==> src/design/clp_pkg.sv <==
// Shared types, constants and helpers for the chunk size line parser.
// Used by clp_front, clp_queue, clp_back and chunk_size_line_parser_core.
package clp_pkg;

    // Byte codes that end a size line
    localparam logic [7:0] CH_CR = 8'h0D;
    localparam logic [7:0] CH_LF = 8'h0A;

    // Field and state widths
    localparam int BYTE_W         = 8;
    localparam int LEN_W          = 8;
    localparam int CNT_W          = 9;
    localparam int STATUS_W       = 2;
    localparam int CHUNK_W        = 32;
    localparam int DIGIT_W        = 4;
    localparam int SIZE_WIDTH_DEF = 32;
    localparam int QUEUE_DEPTH    = 2;

    // One classified item as it travels from front to back
    typedef struct packed {
        logic                 cmd;      // restart when set
        logic                 is_hex;
        logic [DIGIT_W-1:0]   digit;
        logic                 is_cr;
        logic                 is_lf;
    } clp_item_t;

    // Hex digit value, valid only when hex_valid is true
    function automatic logic [DIGIT_W-1:0] hex_digit(input logic [BYTE_W-1:0] b);
        logic [BYTE_W-1:0] v;
        begin
            v = 8'h00;
            if (b >= 8'h30 && b <= 8'h39)
            begin
                v = b - 8'h30;
            end
            else if (b >= 8'h61 && b <= 8'h66)
            begin
                v = b - 8'h57;
            end
            else if (b >= 8'h41 && b <= 8'h46)
            begin
                v = b - 8'h37;
            end
            return v[DIGIT_W-1:0];
        end
    endfunction

    function automatic logic hex_valid(input logic [BYTE_W-1:0] b);
        return (b >= 8'h30 && b <= 8'h39) || (b >= 8'h61 && b <= 8'h66) ||
               (b >= 8'h41 && b <= 8'h46);
    endfunction

endpackage

==> src/design/chunk_size_line_parser_core.sv <==
// Path: an accepted byte is stored in the queue, then parsed into the output register that drives m_tvalid.
// Throughput: one byte per cycle while m_tready is high; the parser state machine updates
// once per popped item and a two-entry queue plus an output register keep both sides moving.
// Reset: rst_n is asynchronous, active low; it empties the queue and output,
// returns the parser to awaiting the first digit, and sets max_line_len to 32.
module chunk_size_line_parser_core
#(
    parameter int SIZE_WIDTH = clp_pkg::SIZE_WIDTH_DEF
)
(
    input  logic        clk,
    input  logic        rst_n,
    // Input stream
    input  logic        s_tvalid,
    output logic        s_tready,
    input  logic [7:0]  s_tdata,   // [7:0] byte_in
    input  logic        s_tuser,   // [0] cmd
    // Output stream
    output logic        m_tvalid,
    input  logic        m_tready,
    output logic [39:0] m_tdata,   // [1:0] status, [33:2] chunk_size, [39:34] zero
    // Configuration port
    input  logic        psel,
    input  logic        penable,
    input  logic        pwrite,
    input  logic [2:0]  paddr,
    input  logic [31:0] pwdata,
    output logic [31:0] prdata,
    output logic        pready
);
    import clp_pkg::*;

    localparam logic [LEN_W-1:0] MAX_LEN_RESET = 8'd32;

    logic [LEN_W-1:0]   max_len_reg;
    logic               cfg_wr;
    logic               q_full;
    logic               q_push;
    logic               q_pop;
    logic               q_valid;
    clp_item_t          push_item;
    clp_item_t          head_item;

    // Configuration register
    assign pready = 1'b1;
    assign cfg_wr = psel && penable && pwrite && pready && !paddr[2];
    assign prdata = paddr[2] ? 32'h0 : {{(32-LEN_W){1'b0}}, max_len_reg};

    always_ff @(posedge clk or negedge rst_n)
    begin
        if (!rst_n)
        begin
            max_len_reg <= MAX_LEN_RESET;
        end
        else if (cfg_wr)
        begin
            max_len_reg <= pwdata[LEN_W-1:0];
        end
    end

    clp_front u_front
    (
        .s_tvalid (s_tvalid),
        .s_tready (s_tready),
        .s_tdata  (s_tdata),
        .s_tuser  (s_tuser),
        .q_full   (q_full),
        .q_push   (q_push),
        .q_item   (push_item)
    );

    clp_queue u_queue
    (
        .clk        (clk),
        .rst_n      (rst_n),
        .push       (q_push),
        .push_item  (push_item),
        .full       (q_full),
        .pop        (q_pop),
        .head_valid (q_valid),
        .head_item  (head_item)
    );

    clp_back #(
        .SIZE_WIDTH (SIZE_WIDTH)
    ) u_back
    (
        .clk          (clk),
        .rst_n        (rst_n),
        .max_line_len (max_len_reg),
        .q_valid      (q_valid),
        .q_item       (head_item),
        .q_pop        (q_pop),
        .m_tvalid     (m_tvalid),
        .m_tready     (m_tready),
        .m_tdata      (m_tdata)
    );

endmodule

==> src/design/clp_front.sv <==
// Front end: accepts input transactions and classifies each byte.
// Depends on clp_pkg; feeds clp_queue.
module clp_front
(
    input  logic                        s_tvalid,
    output logic                        s_tready,
    input  logic [7:0]                  s_tdata,   // [7:0] byte_in
    input  logic                        s_tuser,   // [0] cmd
    input  logic                        q_full,
    output logic                        q_push,
    output clp_pkg::clp_item_t          q_item
);
    import clp_pkg::*;

    logic [BYTE_W-1:0] byte_val;

    assign byte_val = s_tdata;

    // Take a transaction whenever the queue has room
    assign s_tready = !q_full;
    assign q_push   = s_tvalid && !q_full;

    // Classify the byte
    always_comb
    begin
        q_item.cmd    = s_tuser;
        q_item.is_hex = hex_valid(byte_val);
        q_item.digit  = hex_digit(byte_val);
        q_item.is_cr  = (byte_val == CH_CR);
        q_item.is_lf  = (byte_val == CH_LF);
    end

endmodule

==> src/design/clp_queue.sv <==
// Short queue that decouples the classifying front from the parsing back.
// Depends on clp_pkg for the item type and depth.
module clp_queue
(
    input  logic                clk,
    input  logic                rst_n,
    input  logic                push,
    input  clp_pkg::clp_item_t  push_item,
    output logic                full,
    input  logic                pop,
    output logic                head_valid,
    output clp_pkg::clp_item_t  head_item
);
    import clp_pkg::*;

    localparam int PTR_W = (QUEUE_DEPTH > 1) ? $clog2(QUEUE_DEPTH) : 1;
    localparam int FILL_W = $clog2(QUEUE_DEPTH + 1);

    clp_item_t          mem_reg [QUEUE_DEPTH];
    logic [PTR_W-1:0]   wr_ptr_reg, wr_ptr_next;
    logic [PTR_W-1:0]   rd_ptr_reg, rd_ptr_next;
    logic [FILL_W-1:0]  fill_reg, fill_next;

    assign full       = (fill_reg == FILL_W'(QUEUE_DEPTH));
    assign head_valid = (fill_reg != '0);
    assign head_item  = mem_reg[rd_ptr_reg];

    // Advance pointers and fill count
    always_comb
    begin
        wr_ptr_next = wr_ptr_reg;
        rd_ptr_next = rd_ptr_reg;
        fill_next   = fill_reg;
        if (push)
        begin
            wr_ptr_next = (wr_ptr_reg == PTR_W'(QUEUE_DEPTH - 1)) ? '0 : wr_ptr_reg + 1'b1;
        end
        if (pop)
        begin
            rd_ptr_next = (rd_ptr_reg == PTR_W'(QUEUE_DEPTH - 1)) ? '0 : rd_ptr_reg + 1'b1;
        end
        if (push && !pop)
        begin
            fill_next = fill_reg + 1'b1;
        end
        else if (pop && !push)
        begin
            fill_next = fill_reg - 1'b1;
        end
    end

    always_ff @(posedge clk or negedge rst_n)
    begin
        if (!rst_n)
        begin
            wr_ptr_reg <= '0;
            rd_ptr_reg <= '0;
            fill_reg   <= '0;
        end
        else
        begin
            wr_ptr_reg <= wr_ptr_next;
            rd_ptr_reg <= rd_ptr_next;
            fill_reg   <= fill_next;
        end
    end

    // Store the pushed item
    always_ff @(posedge clk)
    begin
        if (push)
        begin
            mem_reg[wr_ptr_reg] <= push_item;
        end
    end

    // Check queue bookkeeping
    a_no_push_full: assert property (@(posedge clk) disable iff (!rst_n)
        full |-> !push) else $error("push into full queue");
    a_no_pop_empty: assert property (@(posedge clk) disable iff (!rst_n)
        pop |-> head_valid) else $error("pop from empty queue");
    a_fill_bound: assert property (@(posedge clk) disable iff (!rst_n)
        fill_reg <= FILL_W'(QUEUE_DEPTH)) else $error("queue fill out of range");

endmodule

==> src/design/clp_back.sv <==
// Back end: runs the size line state machine on queued items and holds the result.
// Depends on clp_pkg; pops from clp_queue and drives the master stream.
module clp_back
#(
    parameter int SIZE_WIDTH = clp_pkg::SIZE_WIDTH_DEF
)
(
    input  logic                        clk,
    input  logic                        rst_n,
    input  logic [clp_pkg::LEN_W-1:0]   max_line_len,
    input  logic                        q_valid,
    input  clp_pkg::clp_item_t          q_item,
    output logic                        q_pop,
    output logic                        m_tvalid,
    input  logic                        m_tready,
    output logic [39:0]                 m_tdata   // [1:0] status, [33:2] chunk_size, [39:34] zero
);
    import clp_pkg::*;

    // Parser states
    localparam logic [2:0] ST_FIRST  = 3'd0;
    localparam logic [2:0] ST_DIGITS = 3'd1;
    localparam logic [2:0] ST_LF1    = 3'd2;
    localparam logic [2:0] ST_CR2    = 3'd3;
    localparam logic [2:0] ST_LF2    = 3'd4;

    // Result codes
    localparam logic [STATUS_W-1:0] RES_MORE = 2'd0;
    localparam logic [STATUS_W-1:0] RES_OK   = 2'd1;
    localparam logic [STATUS_W-1:0] RES_ERR  = 2'd2;

    localparam logic [CNT_W-1:0] CNT_MAX = {CNT_W{1'b1}};

    logic [2:0]             state_reg, state_next;
    logic [CNT_W-1:0]       cnt_reg, cnt_next, cnt_inc;
    logic [SIZE_WIDTH-1:0]  size_reg, size_next;
    logic [STATUS_W-1:0]    status_c;
    logic [CHUNK_W-1:0]     chunk_view;
    logic                   out_valid_reg;
    logic [STATUS_W-1:0]    status_reg;
    logic [CHUNK_W-1:0]     chunk_reg;
    logic                   size_top_set;

    // Pop when the output register is free or being drained
    assign q_pop = q_valid && (!out_valid_reg || m_tready);

    assign cnt_inc      = (cnt_reg == CNT_MAX) ? cnt_reg : cnt_reg + 1'b1;
    assign size_top_set = (size_reg[SIZE_WIDTH-1 -: DIGIT_W] != '0);

    // Parse one item
    always_comb
    begin
        state_next = state_reg;
        cnt_next   = cnt_reg;
        size_next  = size_reg;
        status_c   = RES_MORE;
        if (q_item.cmd)
        begin
            state_next = ST_FIRST;
            cnt_next   = '0;
            size_next  = '0;
        end
        else
        begin
            cnt_next = cnt_inc;
            if (cnt_inc > {1'b0, max_line_len})
            begin
                status_c = RES_ERR;
            end
            else
            begin
                unique case (state_reg)
                    ST_FIRST:
                    begin
                        if (q_item.is_hex)
                        begin
                            size_next  = {{(SIZE_WIDTH-DIGIT_W){1'b0}}, q_item.digit};
                            state_next = ST_DIGITS;
                        end
                        else if (!(q_item.is_cr || q_item.is_lf))
                        begin
                            status_c = RES_ERR;
                        end
                    end
                    ST_DIGITS:
                    begin
                        if (q_item.is_hex)
                        begin
                            if (size_top_set)
                            begin
                                status_c = RES_ERR;
                            end
                            else
                            begin
                                size_next = {size_reg[SIZE_WIDTH-DIGIT_W-1:0], q_item.digit};
                            end
                        end
                        else if (q_item.is_cr)
                        begin
                            state_next = ST_LF1;
                        end
                        else
                        begin
                            status_c = RES_ERR;
                        end
                    end
                    ST_LF1:
                    begin
                        if (!q_item.is_lf)
                        begin
                            status_c = RES_ERR;
                        end
                        else if (size_reg != '0)
                        begin
                            status_c = RES_OK;
                        end
                        else
                        begin
                            state_next = ST_CR2;
                        end
                    end
                    ST_CR2:
                    begin
                        if (q_item.is_cr)
                        begin
                            state_next = ST_LF2;
                        end
                        else
                        begin
                            status_c = RES_ERR;
                        end
                    end
                    ST_LF2:
                    begin
                        status_c = q_item.is_lf ? RES_OK : RES_ERR;
                    end
                    default:
                    begin
                        status_c = RES_ERR;
                    end
                endcase
            end
        end
    end

    // Show the low bits of the size
    generate
        if (SIZE_WIDTH >= CHUNK_W)
        begin : g_wide
            assign chunk_view = size_next[CHUNK_W-1:0];
        end
        else
        begin : g_narrow
            assign chunk_view = {{(CHUNK_W-SIZE_WIDTH){1'b0}}, size_next};
        end
    endgenerate

    // Parser state registers
    always_ff @(posedge clk or negedge rst_n)
    begin
        if (!rst_n)
        begin
            state_reg     <= ST_FIRST;
            cnt_reg       <= '0;
            size_reg      <= '0;
            out_valid_reg <= 1'b0;
        end
        else
        begin
            if (q_pop)
            begin
                state_reg <= state_next;
                cnt_reg   <= cnt_next;
                size_reg  <= size_next;
            end
            if (q_pop)
            begin
                out_valid_reg <= 1'b1;
            end
            else if (m_tready)
            begin
                out_valid_reg <= 1'b0;
            end
        end
    end

    // Hold the result payload
    always_ff @(posedge clk)
    begin
        if (q_pop)
        begin
            status_reg <= status_c;
            chunk_reg  <= chunk_view;
        end
    end

    assign m_tvalid = out_valid_reg;
    assign m_tdata  = {6'b0, chunk_reg, status_reg};

    // Restart clears the count and size
    a_restart_clears: assert property (@(posedge clk) disable iff (!rst_n)
        (q_pop && q_item.cmd) |=> (cnt_reg == '0 && size_reg == '0 && state_reg == ST_FIRST))
        else $error("restart did not clear parser");
    // Every popped item yields a result
    a_pop_result: assert property (@(posedge clk) disable iff (!rst_n)
        q_pop |=> out_valid_reg) else $error("popped item lost");
    // A waiting result is never overwritten
    a_hold_result: assert property (@(posedge clk) disable iff (!rst_n)
        (out_valid_reg && !m_tready) |=> ($stable(status_reg) && $stable(chunk_reg)))
        else $error("pending result overwritten");
    // Line length error never changes the state or size
    a_len_err_keeps: assert property (@(posedge clk) disable iff (!rst_n)
        (q_pop && !q_item.cmd && (cnt_inc > {1'b0, max_line_len}))
        |=> ($stable(state_reg) && $stable(size_reg)))
        else $error("over-length byte changed state");

endmodule
==> config.mk <==
export PLATFORM = sky130hd
export DESIGN_NAME = chunk_size_line_parser_core
export DESIGN_NICKNAME = d
export VERILOG_FILES = /design/src/design/clp_pkg.sv /design/src/design/chunk_size_line_parser_core.sv /design/src/design/clp_front.sv /design/src/design/clp_queue.sv /design/src/design/clp_back.sv
export SDC_FILE = /design/constraint.sdc
export NUM_CORES = 1
export LEC_CHECK = 0
export BUFFER_PORTS_ARGS = -buffer_cell sky130_fd_sc_hd__buf_2
export CAP_MARGIN = 20
export CORE_UTILIZATION = 25
export DETAILED_ROUTE_END_ITERATION = 6
export PLACE_DENSITY = 0.48
export SLEW_MARGIN = 20
export SYNTH_ARGS = -nofsm -noshare
export SYNTH_HDL_FRONTEND = slang
export SYNTH_SLANG_ARGS = --single-unit
==> constraint.sdc <==
create_clock -name clk -period 4.56 [get_ports clk]
set_clock_uncertainty 0.2 [all_clocks]
set_input_delay 0.912 -clock clk [delete_from_list [all_inputs] [get_ports clk]]
set_output_delay 0.912 -clock clk [all_outputs]
set_load 0.03 [all_outputs]
==> key figures <==
Final layout
  • NumNets Final: 609
  • Final core occ: 29.36%
  • Total inserted antenna cells: 0
  • Share of cells above drive strength 1: 21.31%
  • Area growth syn-to-layout: 14.18%
  • Fillcell total: 2231

Placement
  • Placer Congestion: 0.7344
  • Pre-CTS setup slack: 0.6347 ns
  • Port bufs: 68
  • Post-DP HPWL: between 8 and 9 mm

Synth
  • Ranking of synthesized cells by area: edfxtp_1 (27%), dfrtp_1 (25%), a221o_1 (5.0%)
  • Predominant post-synthesis flop cell: dfrtp_1
  • Cells after Synth: 482
  • Synth top area share: 26.59%
  • EDFF count, synth: 50
  • Avg Cell Area, Syn: 11.72 um^2
  • Asr flop ratio synth: 53.27%
  • Synthesized cell area: around 0.0056 mm^2
  • Synth Warn #: 0
  • Post-synthesis sequential area ratio: 51.87%
  • Yosys reg bits: between 100 and 150
  • Post-synthesis cell type count: 60
  • Post-synth top area cell: edfxtp_1

Drt
  • Routed wire length: 12.03 mm
  • Vias/cell: 4.732
  • Per-cell routed wire length: between 10 and 15 um
  • Routed vias: 3923
  • Post-route DRC: 2
  • ANT nets after route: 0
  • Initial DRC count: 290
  • Drt pass-1 iters: 6

Outcome
  • Status: finished, violations left
  • Failing checks: design-rule violations

Clock tree
  • Hold_buf cts: 0
  • H-tree Lvls: 3
  • Setup Buffers After CTS: 0
  • TritonCTS Sinks: 107
  • Clk buf depth: 2
  • CTS buffer count: 9
  • CTS resizes: 0
  • CTS root buf: clkbuf_16
  • CTS tree: built
  • Worst-path clk slew: 0.07 ns
  • Worst-Skew Late Latency: about 0.35 ns

Critical path
  • Worst setup endpoint: u_back.chunk_reg[29]
  • Register-to-Register Path Depth: 11
  • Critical Path RT: 4.45 ns
  • Register-to-register setup slack: approximately 0.62 ns
  • Crit. End Element: register
  • Critical path class: reg -> reg
  • R2R Path End: u_back.chunk_reg[29]
  • Setup crit start: u_back.cnt_reg[0]
  • Worst-path maximum fanout: 8
  • CP Launch Type: register
  • FF-to-FF Start: u_back.cnt_reg[0]
  • Critical Path AT: 3.84 ns

Die
  • Io pins: 126
  • Full die area: 0.02319 mm^2
  • Die H: approximately 150 um
  • Row count: 54
  • Die width: 152.3 um
  • Core Area: 0.02196 mm^2
  • Initial Util: 25.72%

Min path
  • Hold Path Class: reg -> reg

Power
  • VDD IR max: 0.2306 mV
  • Power per cell area: 568.4 mW/mm^2
  • Lkg Pwr: roughly 2.8 nW

Global route
  • Global-route wire length before repair: 19.86 mm
  • Total grt overflow: 0
  • All-Layer GR Usage: 10.58%
  • Initial antenna violation count: 0
  • Vias in the first global route: around 3800
  • Pin count of the biggest net entering global routing: 53

Flow run
  • Max cap viols: 0

STA
  • Setup TNS: 0 ns
  • Min Tclk post-route: 3.944 ns
  • Relative slew slack: 40.07%
  • Setup violators final: 0
  • Final hold vios: 0
  • Final worst path period share: 86.50%
  • Slew @ Worst Pin: 0.8878 ns
  • Final WS setup: 0.6156 ns
  • Final Max Tran Viols: 0
  • Max Clk Rate: 253.5 MHz
  • Unrepaired setup endpoints after global routing: false
layer usage:
layer,vias up,wire length (um),GRT usage [%]
met3,12,492,1.650
met5,-,0,0
met2,114,5758,17.49
met4,0,191,4.276
li1,1903,-,-
met1,1894,5584,13.81
placed cells by master (no fill, tap or decap), drive strengths merged, types with 3 or more instances in the layout:
master  synthesis  routed
a211oi          7       7
a21bo           4       4
a21oi          14      14
a221o          28      28
a22o           32      32
a31oi           3       3
a32oi           5       5
and2           29      29
and3            3       3
and4            4       4
buf            42      77
clkbuf         13      10
conb            2      31
dfrtp          56      56
edfxtp         50      50
ha             14      14
inv            16      20
mux2           13      13
mux2i           9       9
nand2          17      17
nand2b          5       5
nand3           5       5
nand4           7       7
nor2           29      29
nor3            8       8
nor4           11      11
o211ai          3       3
o21ai          14      14
o31ai           3       3
xnor2           7       7
xor2            4       4
cell usage after synthesis, types with 9 or more instances:
cell type,count
o21ai_0,10
nor2_1,29
mux2i_1,9
nand2_1,17
clkbuf_1,13
a221o_1,28
a21oi_1,12
inv_1,16
buf_4,32
mux2_2,13
and2_1,29
ha_1,14
nor4_1,10
dfrtp_1,56
a22o_1,32
edfxtp_1,50
cell type report:
class	instances	area [um^2]	area share, %
multi-input combinational	333	2409	37.36
sequential	107	2929	45.43
clock inverter	6	52.55	0.8151
tap	280	350.3	5.434
inverter	16	60.06	0.9315
timing repair buffer	77	407.9	6.326
clock buffer	10	239.0	3.707
worst max-delay path, cell delays in order (launching register included):
cell,delay (ns)
dfrtp_1,0.45
ha_1,0.31
and4_4,0.22
a211oi_1,0.57
nand3_1,0.21
xnor2_1,0.17
ha_1,0.21
a211oi_2,0.17
o21ai_2,0.10
o31a_4,0.40
o31a_1,0.40
a22o_1,0.29
worst min-delay path by stage:
stage / from / end / slack (ns) / cells after the start
finish: u_queue.wr_ptr_reg / u_queue.wr_ptr_reg / 0.31 / 1
global route: max_len_reg[1] / max_len_reg[1] / 0.33 / 1
CTS: u_queue.wr_ptr_reg / u_queue.wr_ptr_reg / 0.31 / 1
detailed placement: u_queue.wr_ptr_reg / u_queue.wr_ptr_reg / 0.30 / 1
global placement: u_queue.wr_ptr_reg / u_queue.wr_ptr_reg / 0.28 / 1
floorplan: u_queue.wr_ptr_reg / u_queue.wr_ptr_reg / 0.26 / 1
where the power goes:
| group | leakage, nW | switching (mW) | internal [mW] | total [mW] |
|---|---|---|---|---|
| Sequential | 1.25 | 0.201 | 1.29 | 1.49 |
| Combinational | 1.39 | 0.952 | 0.455 | 1.41 |
| Clock | 0.138 | 0.373 | 0.396 | 0.769 |
| Total | 2.79 | 1.53 | 2.14 | 3.66 |
logic make-up (layout without fill, tap and decap cells):
group,after synthesis,after routing,share of synthesized area [%]
compound gates,128,128,18.75
simple gates,127,127,12.63
flops,107,107,51.87
buf+inv,71,109,7.622
mux,22,22,4.188
fa+ha+maj,14,14,3.102
xor+xnor,11,11,1.706
other cells,2,31,0.1330
stage by stage:
| stage | std cells | power, mW | hold WS (ns) | area (um^2) |
|---|---|---|---|---|
| CTS | 829 | 3.718 | 0.3105 | 6446 |
| finish | 829 | 3.664 | 0.3063 | 6447 |
| detailed placement | 813 | 2.938 | 0.2968 | 6155 |
| global route | 829 | 3.904 | 0.3262 | 6447 |
| global placement | 813 | 2.895 | 0.2774 | 6155 |
| floorplan | 511 | 2.582 | 0.2608 | 5756 |
Note: power is estimated with default switching activity, not from simulation.
